### src/rtl/boid_pkg.sv
// ----------------------------------------------------------------------------
// boid_pkg
// Shared types, codes and helpers for the BER object identifier decoder.
// ----------------------------------------------------------------------------
`timescale 1ns / 1ps

package boid_pkg;

    // Longest long-form length field accepted, in bytes
    localparam int C_LENGTH_BYTES = 4;

    // Result kinds
    localparam logic [1:0] KIND_TAG  = 2'd0;
    localparam logic [1:0] KIND_COMP = 2'd1;
    localparam logic [1:0] KIND_END  = 2'd2;
    localparam logic [1:0] KIND_ERR  = 2'd3;

    // Status codes
    localparam logic [2:0] ST_OK         = 3'd0;
    localparam logic [2:0] ST_INDEFINITE = 3'd1;
    localparam logic [2:0] ST_LEN_LONG   = 3'd2;
    localparam logic [2:0] ST_OVERFLOW   = 3'd3;
    localparam logic [2:0] ST_SUBID_BIG  = 3'd4;
    localparam logic [2:0] ST_TRUNCATED  = 3'd5;
    localparam logic [2:0] ST_MALFORMED  = 3'd6;

    // Configuration register indexes
    localparam logic CFG_CAPACITY = 1'b0;
    localparam logic CFG_LARGEST  = 1'b1;

    // Configuration reset values
    localparam logic [7:0]  C_CAPACITY_RST = 8'd128;
    localparam logic [31:0] C_LARGEST_RST  = 32'hFFFF_FFFF;

    // First subid split: x / 40 for x < 440 is (x * 205) >> 13
    localparam logic [5:0] C_DIVISOR     = 6'd40;
    localparam logic [7:0] C_RECIP       = 8'd205;
    localparam int         C_RECIP_SHIFT = 13;

    // Decoder phase, one-hot
    typedef enum logic [4:0] {
        PH_IDLE      = 5'b00001,
        PH_LEN_FIRST = 5'b00010,
        PH_LEN_LONG  = 5'b00100,
        PH_CONTENT   = 5'b01000,
        PH_SKIP      = 5'b10000
    } t_phase;

    // One result item
    typedef struct packed {
        logic [1:0]  kind;
        logic [31:0] value;
        logic [7:0]  position;
        logic [2:0]  status;
        logic        last;
    } t_result;

    function automatic t_result mk_result(logic [1:0] kind, logic [31:0] value,
                                          logic [7:0] position, logic [2:0] status,
                                          logic last);
        t_result r;
        r.kind     = kind;
        r.value    = value;
        r.position = position;
        r.status   = status;
        r.last     = last;
        return r;
    endfunction

endpackage

### src/rtl/ber_oid_decoder.sv
// ----------------------------------------------------------------------------
// ber_oid_decoder
// BER object identifier decoder, one encoded byte per input transfer.
// ----------------------------------------------------------------------------
// Usage:
//   Input channel (i_in_valid / o_in_stall) carries one byte per transfer;
//   i_object_start marks the tag byte and then i_bytes_available is latched.
//   Output channel (o_out_valid / i_out_stall) carries one result per
//   transfer: tag, component, end of object or error, with status codes.
//   Config port writes component_capacity (index 0) and largest_subid (index 1).
//   Write them only while the decoder is idle; the block does not enforce it.
// Output timing: results of a byte are presented the cycle after its transfer.
// Throughput: one byte per cycle while each byte yields at most one result and
//   the receiver does not stall. A byte that yields more results (at most
//   three: the two parts of the first subid plus end of object) holds the
//   input while the three-entry result queue drains them, one per transfer.
// Stall: while the receiver stalls with a result pending, results hold still
//   and the input is stalled as well; a new byte is taken only when the
//   queue is empty or its last result leaves in the same cycle.
// Reset: synchronous, active low; clears the decoder to waiting for a tag,
//   empties the result queue and restores both config registers.
// ----------------------------------------------------------------------------
`timescale 1ns / 1ps

module ber_oid_decoder
    import boid_pkg::*;
#(
    parameter int LENGTH_BYTES = C_LENGTH_BYTES
) (
    input  logic        i_clk,
    input  logic        i_rst_n,
    // config
    input  logic        i_cfg_we,
    input  logic        i_cfg_index,
    input  logic [31:0] i_cfg_data,
    // input channel
    input  logic        i_in_valid,
    output logic        o_in_stall,
    input  logic [7:0]  i_data_byte,
    input  logic        i_object_start,
    input  logic [15:0] i_bytes_available,
    // output channel
    output logic        o_out_valid,
    input  logic        i_out_stall,
    output logic [1:0]  o_kind,
    output logic [31:0] o_value,
    output logic [7:0]  o_position,
    output logic [2:0]  o_status,
    output logic        o_last_of_object
);

    localparam int LBW = $clog2(LENGTH_BYTES + 1);

    // config registers
    logic [7:0]  r_cap;
    logic [31:0] r_largest;

    // decoder state
    t_phase          r_phase,   n_phase;
    logic [LBW-1:0]  r_lbl,     n_lbl;
    logic [3:0]      r_hc,      n_hc;
    logic [31:0]     r_ol,      n_ol;
    logic [15:0]     r_cl,      n_cl;
    logic [15:0]     r_avail,   n_avail;
    logic [31:0]     r_acc,     n_acc;
    logic [5:0]      r_rem,     n_rem;
    logic [7:0]      r_qlo,     n_qlo;
    logic [7:0]      r_count,   n_count;
    logic            r_first,   n_first;

    // result queue
    t_result         r_buf [3];
    logic [1:0]      r_cnt;
    t_result         res [3];
    logic [1:0]      res_n;

    logic in_xfer, out_xfer, can_take;

    // datapath helpers
    logic [3:0]  hc_inc;
    logic [31:0] ol_long;
    logic [31:0] hd_ol;
    logic        hd_over;
    logic [31:0] acc_new;
    logic        acc_ovf;
    logic [15:0] cl_dec;
    logic [8:0]  u;
    logic [16:0] prod;
    logic [3:0]  d;
    logic [8:0]  u_rem;
    logic [5:0]  rem_new;
    logic [7:0]  qlo_new;
    logic [7:0]  count_inc;
    logic [7:0]  cap_eff;
    logic [7:0]  cnt_after;
    logic [6:0]  len_cnt;
    t_result     end_rec;

    // handshakes
    assign out_xfer   = (r_cnt != 2'd0) && !i_out_stall;
    assign can_take   = (r_cnt == 2'd0) || ((r_cnt == 2'd1) && out_xfer);
    assign o_in_stall = !can_take;
    assign in_xfer    = i_in_valid && can_take;

    // config writes
    always_ff @(posedge i_clk) begin
        if (!i_rst_n) begin
            r_cap     <= C_CAPACITY_RST;
            r_largest <= C_LARGEST_RST;
        end else if (i_cfg_we) begin
            unique case (i_cfg_index)
                CFG_CAPACITY: r_cap     <= i_cfg_data[7:0];
                CFG_LARGEST:  r_largest <= i_cfg_data;
                default:      r_cap     <= r_cap;
            endcase
        end
    end

    // header arithmetic
    assign hc_inc  = r_hc + 4'd1;
    assign ol_long = (r_ol > 32'h00FF_FFFF) ? 32'hFFFF_FFFF : {r_ol[23:0], i_data_byte};
    assign hd_ol   = (r_phase == PH_LEN_FIRST) ? {24'd0, i_data_byte} : ol_long;
    assign hd_over = ({1'b0, hd_ol} + {29'd0, hc_inc}) > {17'd0, r_avail};
    assign len_cnt = i_data_byte[6:0];

    // content arithmetic; quotient low byte and remainder by 40 tracked per byte
    assign acc_ovf   = (r_acc[31:25] != 7'd0);
    assign acc_new   = {r_acc[24:0], i_data_byte[6:0]};
    assign cl_dec    = r_cl - 16'd1;
    assign u         = {r_rem, 3'b000} + {2'b00, i_data_byte[6:0]};
    assign prod      = {8'd0, u} * {9'd0, C_RECIP};
    assign d         = prod[16:C_RECIP_SHIFT];
    assign u_rem     = u - ({5'd0, d} * {3'd0, C_DIVISOR});
    assign rem_new   = u_rem[5:0];
    assign qlo_new   = {r_qlo[0], 7'd0} + {2'b00, r_rem} + {1'b0, r_rem, 1'b0} + {4'd0, d};
    assign count_inc = r_count + 8'd1;
    assign cap_eff   = (r_cap < 8'd2) ? 8'd2 : r_cap;
    assign cnt_after = r_first ? 8'd2 : count_inc;
    assign end_rec   = mk_result(KIND_END, {24'd0, cnt_after}, 8'd0, ST_OK, 1'b1);

    // next state and results of one byte
    always_comb begin
        n_phase = r_phase;
        n_lbl   = r_lbl;
        n_hc    = r_hc;
        n_ol    = r_ol;
        n_cl    = r_cl;
        n_avail = r_avail;
        n_acc   = r_acc;
        n_rem   = r_rem;
        n_qlo   = r_qlo;
        n_count = r_count;
        n_first = r_first;
        res[0]  = '0;
        res[1]  = '0;
        res[2]  = '0;
        res_n   = 2'd0;

        if (i_object_start) begin
            n_avail = i_bytes_available;
            n_lbl   = '0;
            n_hc    = 4'd1;
            n_ol    = '0;
            n_cl    = '0;
            n_acc   = '0;
            n_rem   = '0;
            n_qlo   = '0;
            n_count = '0;
            n_first = 1'b1;
            n_phase = PH_LEN_FIRST;
            res[0]  = mk_result(KIND_TAG, {24'd0, i_data_byte}, 8'd0, ST_OK, 1'b0);
            res_n   = 2'd1;
        end else begin
            unique case (r_phase)
                PH_LEN_FIRST, PH_LEN_LONG: begin
                    n_hc = hc_inc;
                    if ((r_phase == PH_LEN_FIRST) && i_data_byte[7]) begin
                        // long form: count of length bytes
                        if (len_cnt == 7'd0) begin
                            n_phase = PH_IDLE;
                            res[0]  = mk_result(KIND_ERR, '0, '0, ST_INDEFINITE, 1'b1);
                            res_n   = 2'd1;
                        end else if ({25'd0, len_cnt} > LENGTH_BYTES) begin
                            n_phase = PH_IDLE;
                            res[0]  = mk_result(KIND_ERR, '0, '0, ST_LEN_LONG, 1'b1);
                            res_n   = 2'd1;
                        end else begin
                            n_lbl   = len_cnt[LBW-1:0];
                            n_ol    = '0;
                            n_phase = PH_LEN_LONG;
                        end
                    end else begin
                        n_ol  = hd_ol;
                        n_lbl = r_lbl - LBW'(1);
                        // header complete on short form or last length byte
                        if ((r_phase == PH_LEN_FIRST) || (r_lbl == LBW'(1))) begin
                            if (hd_over) begin
                                n_phase = PH_IDLE;
                                res[0]  = mk_result(KIND_ERR, '0, '0, ST_OVERFLOW, 1'b1);
                                res_n   = 2'd1;
                            end else if (hd_ol == 32'd0) begin
                                n_phase = PH_IDLE;
                                res[0]  = mk_result(KIND_ERR, '0, '0, ST_MALFORMED, 1'b1);
                                res_n   = 2'd1;
                            end else begin
                                n_cl    = hd_ol[15:0];
                                n_acc   = '0;
                                n_rem   = '0;
                                n_qlo   = '0;
                                n_count = '0;
                                n_first = 1'b1;
                                n_phase = PH_CONTENT;
                            end
                        end
                    end
                end
                PH_CONTENT: begin
                    if (acc_ovf) begin
                        n_phase = PH_IDLE;
                        res[0]  = mk_result(KIND_ERR, '0, '0, ST_SUBID_BIG, 1'b1);
                        res_n   = 2'd1;
                    end else begin
                        n_acc = acc_new;
                        n_rem = rem_new;
                        n_qlo = qlo_new;
                        n_cl  = cl_dec;
                        if (i_data_byte[7]) begin
                            // continuation byte; content must not end here
                            if (cl_dec == 16'd0) begin
                                n_phase = PH_IDLE;
                                res[0]  = mk_result(KIND_ERR, '0, '0, ST_MALFORMED, 1'b1);
                                res_n   = 2'd1;
                            end
                        end else if (acc_new > r_largest) begin
                            n_phase = PH_IDLE;
                            res[0]  = mk_result(KIND_ERR, '0, '0, ST_SUBID_BIG, 1'b1);
                            res_n   = 2'd1;
                        end else begin
                            // subid complete
                            if (r_first) begin
                                res[0] = mk_result(KIND_COMP, {24'd0, qlo_new}, 8'd0,
                                                   ST_OK, 1'b0);
                                res[1] = mk_result(KIND_COMP, {26'd0, rem_new}, 8'd1,
                                                   ST_OK, 1'b0);
                                res[2] = end_rec;
                                res_n  = 2'd2;
                            end else begin
                                res[0] = mk_result(KIND_COMP, acc_new, r_count, ST_OK, 1'b0);
                                res[1] = end_rec;
                                res_n  = 2'd1;
                            end
                            n_first = 1'b0;
                            n_count = cnt_after;
                            n_acc   = '0;
                            n_rem   = '0;
                            n_qlo   = '0;
                            if (cl_dec == 16'd0) begin
                                n_phase = PH_IDLE;
                                res_n   = res_n + 2'd1;
                            end else if ((cnt_after == 8'd0) || (cnt_after >= cap_eff)) begin
                                n_phase = PH_SKIP;
                            end
                        end
                    end
                end
                PH_SKIP: begin
                    n_cl = cl_dec;
                    if (cl_dec == 16'd0) begin
                        n_phase = PH_IDLE;
                        res[0]  = mk_result(KIND_END, {24'd0, r_count}, 8'd0,
                                            ST_TRUNCATED, 1'b1);
                        res_n   = 2'd1;
                    end
                end
                default: begin
                    // idle: bytes outside an object are dropped
                    n_phase = PH_IDLE;
                end
            endcase
        end
    end

    // decoder state registers
    always_ff @(posedge i_clk) begin
        if (!i_rst_n) begin
            r_phase <= PH_IDLE;
            r_lbl   <= '0;
            r_hc    <= '0;
            r_ol    <= '0;
            r_cl    <= '0;
            r_avail <= '0;
            r_acc   <= '0;
            r_rem   <= '0;
            r_qlo   <= '0;
            r_count <= '0;
            r_first <= 1'b1;
        end else if (in_xfer) begin
            r_phase <= n_phase;
            r_lbl   <= n_lbl;
            r_hc    <= n_hc;
            r_ol    <= n_ol;
            r_cl    <= n_cl;
            r_avail <= n_avail;
            r_acc   <= n_acc;
            r_rem   <= n_rem;
            r_qlo   <= n_qlo;
            r_count <= n_count;
            r_first <= n_first;
        end
    end

    // result queue occupancy
    always_ff @(posedge i_clk) begin
        if (!i_rst_n) begin
            r_cnt <= 2'd0;
        end else if (in_xfer) begin
            r_cnt <= res_n;
        end else if (out_xfer) begin
            r_cnt <= r_cnt - 2'd1;
        end
    end

    // result queue payload, head at entry 0
    always_ff @(posedge i_clk) begin
        if (in_xfer) begin
            r_buf[0] <= res[0];
            r_buf[1] <= res[1];
            r_buf[2] <= res[2];
        end else if (out_xfer) begin
            r_buf[0] <= r_buf[1];
            r_buf[1] <= r_buf[2];
        end
    end

    assign o_out_valid      = (r_cnt != 2'd0);
    assign o_kind           = r_buf[0].kind;
    assign o_value          = r_buf[0].value;
    assign o_position       = r_buf[0].position;
    assign o_status         = r_buf[0].status;
    assign o_last_of_object = r_buf[0].last;

    // checks
    a_last_is_tail: assert property (@(posedge i_clk) disable iff (!i_rst_n)
        (o_out_valid && o_last_of_object) |-> (r_cnt == 2'd1))
        else $error("result after end of object in queue");

    a_err_is_last: assert property (@(posedge i_clk) disable iff (!i_rst_n)
        (o_out_valid && (o_kind == KIND_ERR)) |-> o_last_of_object)
        else $error("error result not marked last");

    a_stall_when_full: assert property (@(posedge i_clk) disable iff (!i_rst_n)
        (r_cnt > 2'd1) |-> o_in_stall)
        else $error("input taken while several results pending");

    a_rem_range: assert property (@(posedge i_clk) disable iff (!i_rst_n)
        r_rem < C_DIVISOR)
        else $error("remainder by 40 out of range");

    a_count_after_first: assert property (@(posedge i_clk) disable iff (!i_rst_n)
        ((r_phase == PH_CONTENT) && !r_first) |-> (r_count >= 8'd2))
        else $error("component count below two after first subid");

endmodule
### config.mk
export PLATFORM = sky130hd
export DESIGN_NAME = ber_oid_decoder
export DESIGN_NICKNAME = d
export VERILOG_FILES = /design/src/rtl/boid_pkg.sv /design/src/rtl/ber_oid_decoder.sv
export SDC_FILE = /design/constraint.sdc
export NUM_CORES = 1
export LEC_CHECK = 0
export BUFFER_PORTS_ARGS = -buffer_cell sky130_fd_sc_hd__buf_2
export CAP_MARGIN = 25
export CORE_UTILIZATION = 60
export DETAILED_ROUTE_END_ITERATION = 6
export HOLD_SLACK_MARGIN = 0.05
export MAX_ROUTING_LAYER = met4
export PLACE_DENSITY = 0.87
export SYNTH_ARGS = -nofsm -noshare
export SYNTH_HDL_FRONTEND = slang
export SYNTH_SLANG_ARGS = --single-unit
### constraint.sdc
create_clock -name i_clk -period 10.8 [get_ports i_clk]
set_clock_uncertainty 0.2 [all_clocks]
set_input_delay 2.16 -clock i_clk [delete_from_list [all_inputs] [get_ports i_clk]]
set_output_delay 2.16 -clock i_clk [all_outputs]
set_load 0.01 [all_outputs]
After elaboration in Yosys (flattened, before gate mapping)
Memories as Yosys holds them, arrays and structs flattened.
Index checks and enable logic that the tools add are counted.

storage, ports and cells
  flip-flop bits (word level) = 166
  memory bits (writable) = 138
  bits of input ports = 63
  output and inout port bits = 48
  word-level logic and storage cells = 211
  memories kept = 1

operators by class
  $add $sub $neg = 12
  multipliers = 2
  $lt $le $gt $ge = 6
  equal/unequal tests = 17
  mux-type cells = 126
  bitwise logic cells = 3
  reductions and logical operators = 30

memories
  memory  depth  width  rd ports  clocked after Yosys merged registers in  wr ports  RTL line               text
  r_buf   3      46     3         0                                        3         ber_oid_decoder.sv:72  t_result r_buf [3];

operators by type and width
  cell                                                   number
  2-to-1 mux 46 bit                                      15
  2-to-1 mux 32 bit                                      15
  2-to-1 mux 92 bit                                      5
  one-hot mux 46 bit (3 select lines)                    1
  2-to-1 mux 16 bit                                      6
  2-to-1 mux 90 bit                                      1
  2-to-1 mux 8 bit                                       10
  one-hot mux 32 bit (2 select lines)                    1
  2-to-1 mux 6 bit                                       8
  one-hot mux 16 bit (3 select lines)                    1
  2-to-1 mux 5 bit                                       9
  adder 32 x 4 -> 33 bit                                 1
  > comparator 33 x 16 -> 1 bit                          1
  > comparator 32 x 24 -> 1 bit (second input constant)  1
  > comparator 32 bit                                    1
  zero test 32 bit                                       1
  2-to-1 mux 2 bit                                       14
  != test 3 bit (second input constant)                  9
  2-to-1 mux 1 bit                                       23
  2-to-1 mux 3 bit                                       7
  multiplier 9 x 8 -> 17 bit (second input constant)     1
  zero test 16 bit                                       1
  2-to-1 mux 4 bit                                       4
  one-hot mux 8 bit (2 select lines)                     1
  other kinds (45)                                       59

Depth between registers and ports, before layout
  word-level depth = 14
  gate-level depth with buffers = 32
  mapped depth without buffers = 32

Worst setup path after synthesis
No wires, ideal clock.

  path type = in2reg
  from = input i_data_byte[3]
  to = memory r_buf[0][19] (netlist bit), data pin
  setup time = 0.271 ns
  arrival = 8.534 ns
  data required time = 10.329 ns
  slack = 1.795 ns
  stages on the path = 31
  buffers on the path = 0
  cells stage by stage = ha_1 -> fa_1 -> a21o_1 -> a21oi_1 -> xnor2_1 -> xor2_1 -> fa_1 -> inv_1 -> fa_1 -> fa_1 -> inv_1 -> ha_1 -> a21o_1 -> a21o_1 -> a21oi_1 -> o21ai_0 -> a211oi_1 -> a21oi_1 -> fa_1 -> ha_1 -> inv_1 -> fa_1 -> nor2b_1 -> o21ai_0 -> nand2b_1 -> a21o_1 -> a21oi_1 -> xnor2_1 -> mux2_2 -> a222oi_1 -> a21oi_1

RTL lines
  what         RTL line               text
  from (decl)  ber_oid_decoder.sv:39  input logic [7:0] i_data_byte,
  to (decl)    ber_oid_decoder.sv:72

==> results.json <==
{
  "status": "finished, violations left",
  "violations": "DRC",
  "die_h_um": 159,
  "final.setup.tns_ns": 0,
  "synth.distinct_cells": 86,
  "grt_use_total": 0.324,
  "finalCriticalPeriod_ns": 9.24,
  "crit_top_cell": "fa_1",
  "cp.arrival_ns": 9.31,
  "clock-sinks": 227,
  "finish.net_count": 2000,
  "p_sw_frac": 0.297,
  "ir_drop_uv": 129,
  "setup_viol": 0,
  "ys_seq_elements": 227,
  "via_count": 13500,
  "htreeDepth": 1,
  "power_w": 0.00232,
  "p_clk_frac": 0.383,
  "r2r_start": "r_acc[1]$_SDFFE_PN0P_",
  "layoutNonFillerInstCount": 2132,
  "clk_pin_slew_ns": 0.06,
  "fillers": 1928,
  "critPathMaxStageDelay_ns": 0.54,
  "cp-end-kind": "flip-flop",
  "cts_hold_buf": 0,
  "r2r_cells": 32,
  "timing.fmax_mhz": 108,
  "required_ns": 10.87,
  "power_density_nw_per_um2": 145,
  "drtAntennaViolNets": 0,
  "drv_slew": 0,
  "hold_viol": 0,
  "grt_max_degree": 78,
  "gr-total-overflow": 0,
  "r2r_setup_slack_ns": 2.80,
  "critPathLaunch": "i_data_byte[3]",
  "wl_um": 40300,
  "dpl_cell_area_um2": 15100,
  "drt_iter0_drc": 1741,
  "cts_resized": 0,
  "grt_pass1_vias": 12700,
  "io_buffers": 110,
  "pwr-share-seq": 0.422,
  "intPower_w": 0.00163,
  "worst_hold_path.num_cells": 2,
  "p_leak_nw": 6.77,
  "reg2reg_to": "r_buf[0][19]$_DFFE_PP_",
  "hpwl_um": 28700,
  "crit_path_end": "r_buf[0][19]$_DFFE_PP_",
  "final_core_util": 0.661,
  "critical_path_class": "in -> reg",
  "dp_cells": 2084,
  "slew_headroom": 0.295,
  "drt_pass1_iterations": 7,
  "dieArea_um2": 25200,
  "cts_max_path_buffers": 3,
  "ys_warn_count": 0,
  "start_kind": "input pin",
  "core_area_um2": 24200,
  "cp_max_fo": 7,
  "finish.instance_area_um2": 16000,
  "boundaryPins": 111,
  "min_path_type": "reg -> reg",
  "drc": 4,
  "syn-mean-instance-area_um2": 8.35,
  "vias_per_cell": 6.34,
  "slowest_stage": "fa_1",
  "drive_gt1_frac": 0.113,
  "syn_to_final_growth_pct": 8.57,
  "rows": 57,
  "worst_pin_slew_ns": 1.06,
  "gp_congestion": 0.968,
  "rsz0062_at_grt": "false",
  "post_drt_wl_per_cell_um": 18.9,
  "cts_buffers": 25,
  "comb_power_share": 0.195,
  "post-route-period-util": 0.855,
  "post_cts_buffers": 0,
  "p_switching_w": 0.000690,
  "initial_core_util": 0.609,
  "grt_first_pass_wirelength_um": 65000,
  "n_antenna_cell": 0,
  "antenna_found_initial": 0,
  "syn-cell-area_um2": 14800,
  "clk_latency_ns": 0.54,
  "synthCells": 1769,
  "maxCapViolations": 0,
  "yosysSeqAreaShare": 0.351,
  "ctsRootBufferMaster": "clkbuf_16",
  "synth_ff_type": "dfxtp_1",
  "synth-async-reset-ratio": 0,
  "cts_tree": "built",
  "synth-edff-count": 64,
  "fp.dieW_um": 159
}
-- layout by cell type (no fill, tap or decap), types with 6 or more instances in the layout --
cell,instances
conb_1,7
a211oi_1,14
buf_4,16
edfxtp_1,64
and3_1,13
nor4_1,22
o22ai_1,9
buf_2,110
a21oi_1,179
nand3b_1,11
nor2_1,107
a21o_1,21
or4_1,10
xnor2_1,25
or3_1,7
xor2_1,22
nor2b_1,9
o31ai_1,14
a31oi_1,22
nand2_1,219
nand2b_1,9
dfxtp_1,163
inv_1,132
ha_1,129
nand3_1,69
nor3_1,43
and2_1,41
nand4_1,25
a222oi_1,6
clkbuf_16,26
fa_1,19
o211ai_1,53
o21ai_0,62
-- cell type report --
type	instances	area, um2	area share
sequential	227	5180	0.323
multi-input combinational	1274	8370	0.522
timing repair buffer	128	711	0.0443
tap	324	405	0.0253
clock inverter	11	133	0.00827
clock buffer	35	724	0.0452
inverter	133	500	0.0312
-- cell families (layout without fill, tap and decap cells) --
group	Yosys count	in the layout	share of synthesized area
AND/OR/NAND/NOR	615	615	0.201
XOR/XNOR	47	47	0.0279
multiplexers	9	9	0.00653
flip-flops	227	227	0.351
other	1	7	0.000254
buffers and inverters	274	307	0.0859
AO/OA/AOI/OAI	448	448	0.192
adder cells (fa/ha/maj)	148	148	0.135
-- state kept, by name, indices dropped and copies added, names as in the netlist, 4 cells and up --
signal	count
r_hc	4
r_acc	32
r_cap	8
r_count	8
r_buf	64
r_largest	32
r_ol	32
r_phase	5
r_cl	16
r_avail	16
-- worst min-delay path by stage --
stage | end | slack, ns | start
after detailed placement | r_avail[9]$_SDFFE_PN0P_ | 0.25 | r_avail[9]$_SDFFE_PN0P_
after global placement | r_acc[30]$_SDFFE_PN0P_ | 0.24 | r_acc[30]$_SDFFE_PN0P_
after CTS | r_avail[9]$_SDFFE_PN0P_ | 0.25 | r_avail[9]$_SDFFE_PN0P_
final | r_avail[9]$_SDFFE_PN0P_ | 0.26 | r_avail[9]$_SDFFE_PN0P_
after floorplan | r_acc[30]$_SDFFE_PN0P_ | 0.23 | r_acc[30]$_SDFFE_PN0P_
after global routing | r_ol[30]$_SDFFE_PN0P_ | 0.28 | r_ol[30]$_SDFFE_PN0P_
-- critical path: cells and delay by family --
family                   cells  cell delay, ns
XOR/XNOR                     3            0.69
buffers and inverters        4            0.33
AND/OR/NAND/NOR              2            0.28
AO/OA/AOI/OAI               13            2.24
adder cells (fa/ha/maj)      9            3.34
multiplexers                 1            0.26
-- routing by layer --
| metal | global-route usage | part of all wire |
|---|---|---|
| met1 | 0.443 | 0.43 |
| met2 | 0.485 | 0.44 |
| met3 | 0.0575 | 0.10 |
| met4 | 0.106 | 0.028 |
| met5 | - | 0 |
-- synth_stat cells, drive strengths merged (12+ instances only) --
cell    number  area [um2]
a211oi      14         105
a21o        21         158
a21oi      180         905
a31oi       23         150
and2        43         270
and3        14        88.8
buf         66         469
clkbuf      74         289
dfxtp      163        3260
edfxtp      64        1920
fa          19         380
ha         129        1610
inv        133         499
nand2      219         822
nand3       69         345
nand4       26         169
nor2       107         402
nor3        48         250
nor4        23         150
o211ai      53         398
o21ai       67         339
o31ai       14         105
or4         12        97.6
xnor2       25         219
xor2        22         193
-- stage by stage --
step	worst slack, ns	hold slack (ns)
final	1.56	0.256
after global routing	1.16	0.283
after CTS	1.60	0.254
after detailed placement	1.05	0.247
after global placement	1.22	0.239
after floorplan	1.80	0.232
-- power groups by stage --
stage	clock network (W)	registers (W)	logic [W]
finish	0.000889	0.000978	0.000453
CTS	0.000894	0.000977	0.000446
floorplan	0	0.000989	0.000344
global placement	0	0.000993	0.000425
global route	0.000931	0.000983	0.000500
detailed placement	0	0.000994	0.000442
Note: power is estimated with default switching activity, not from simulation.
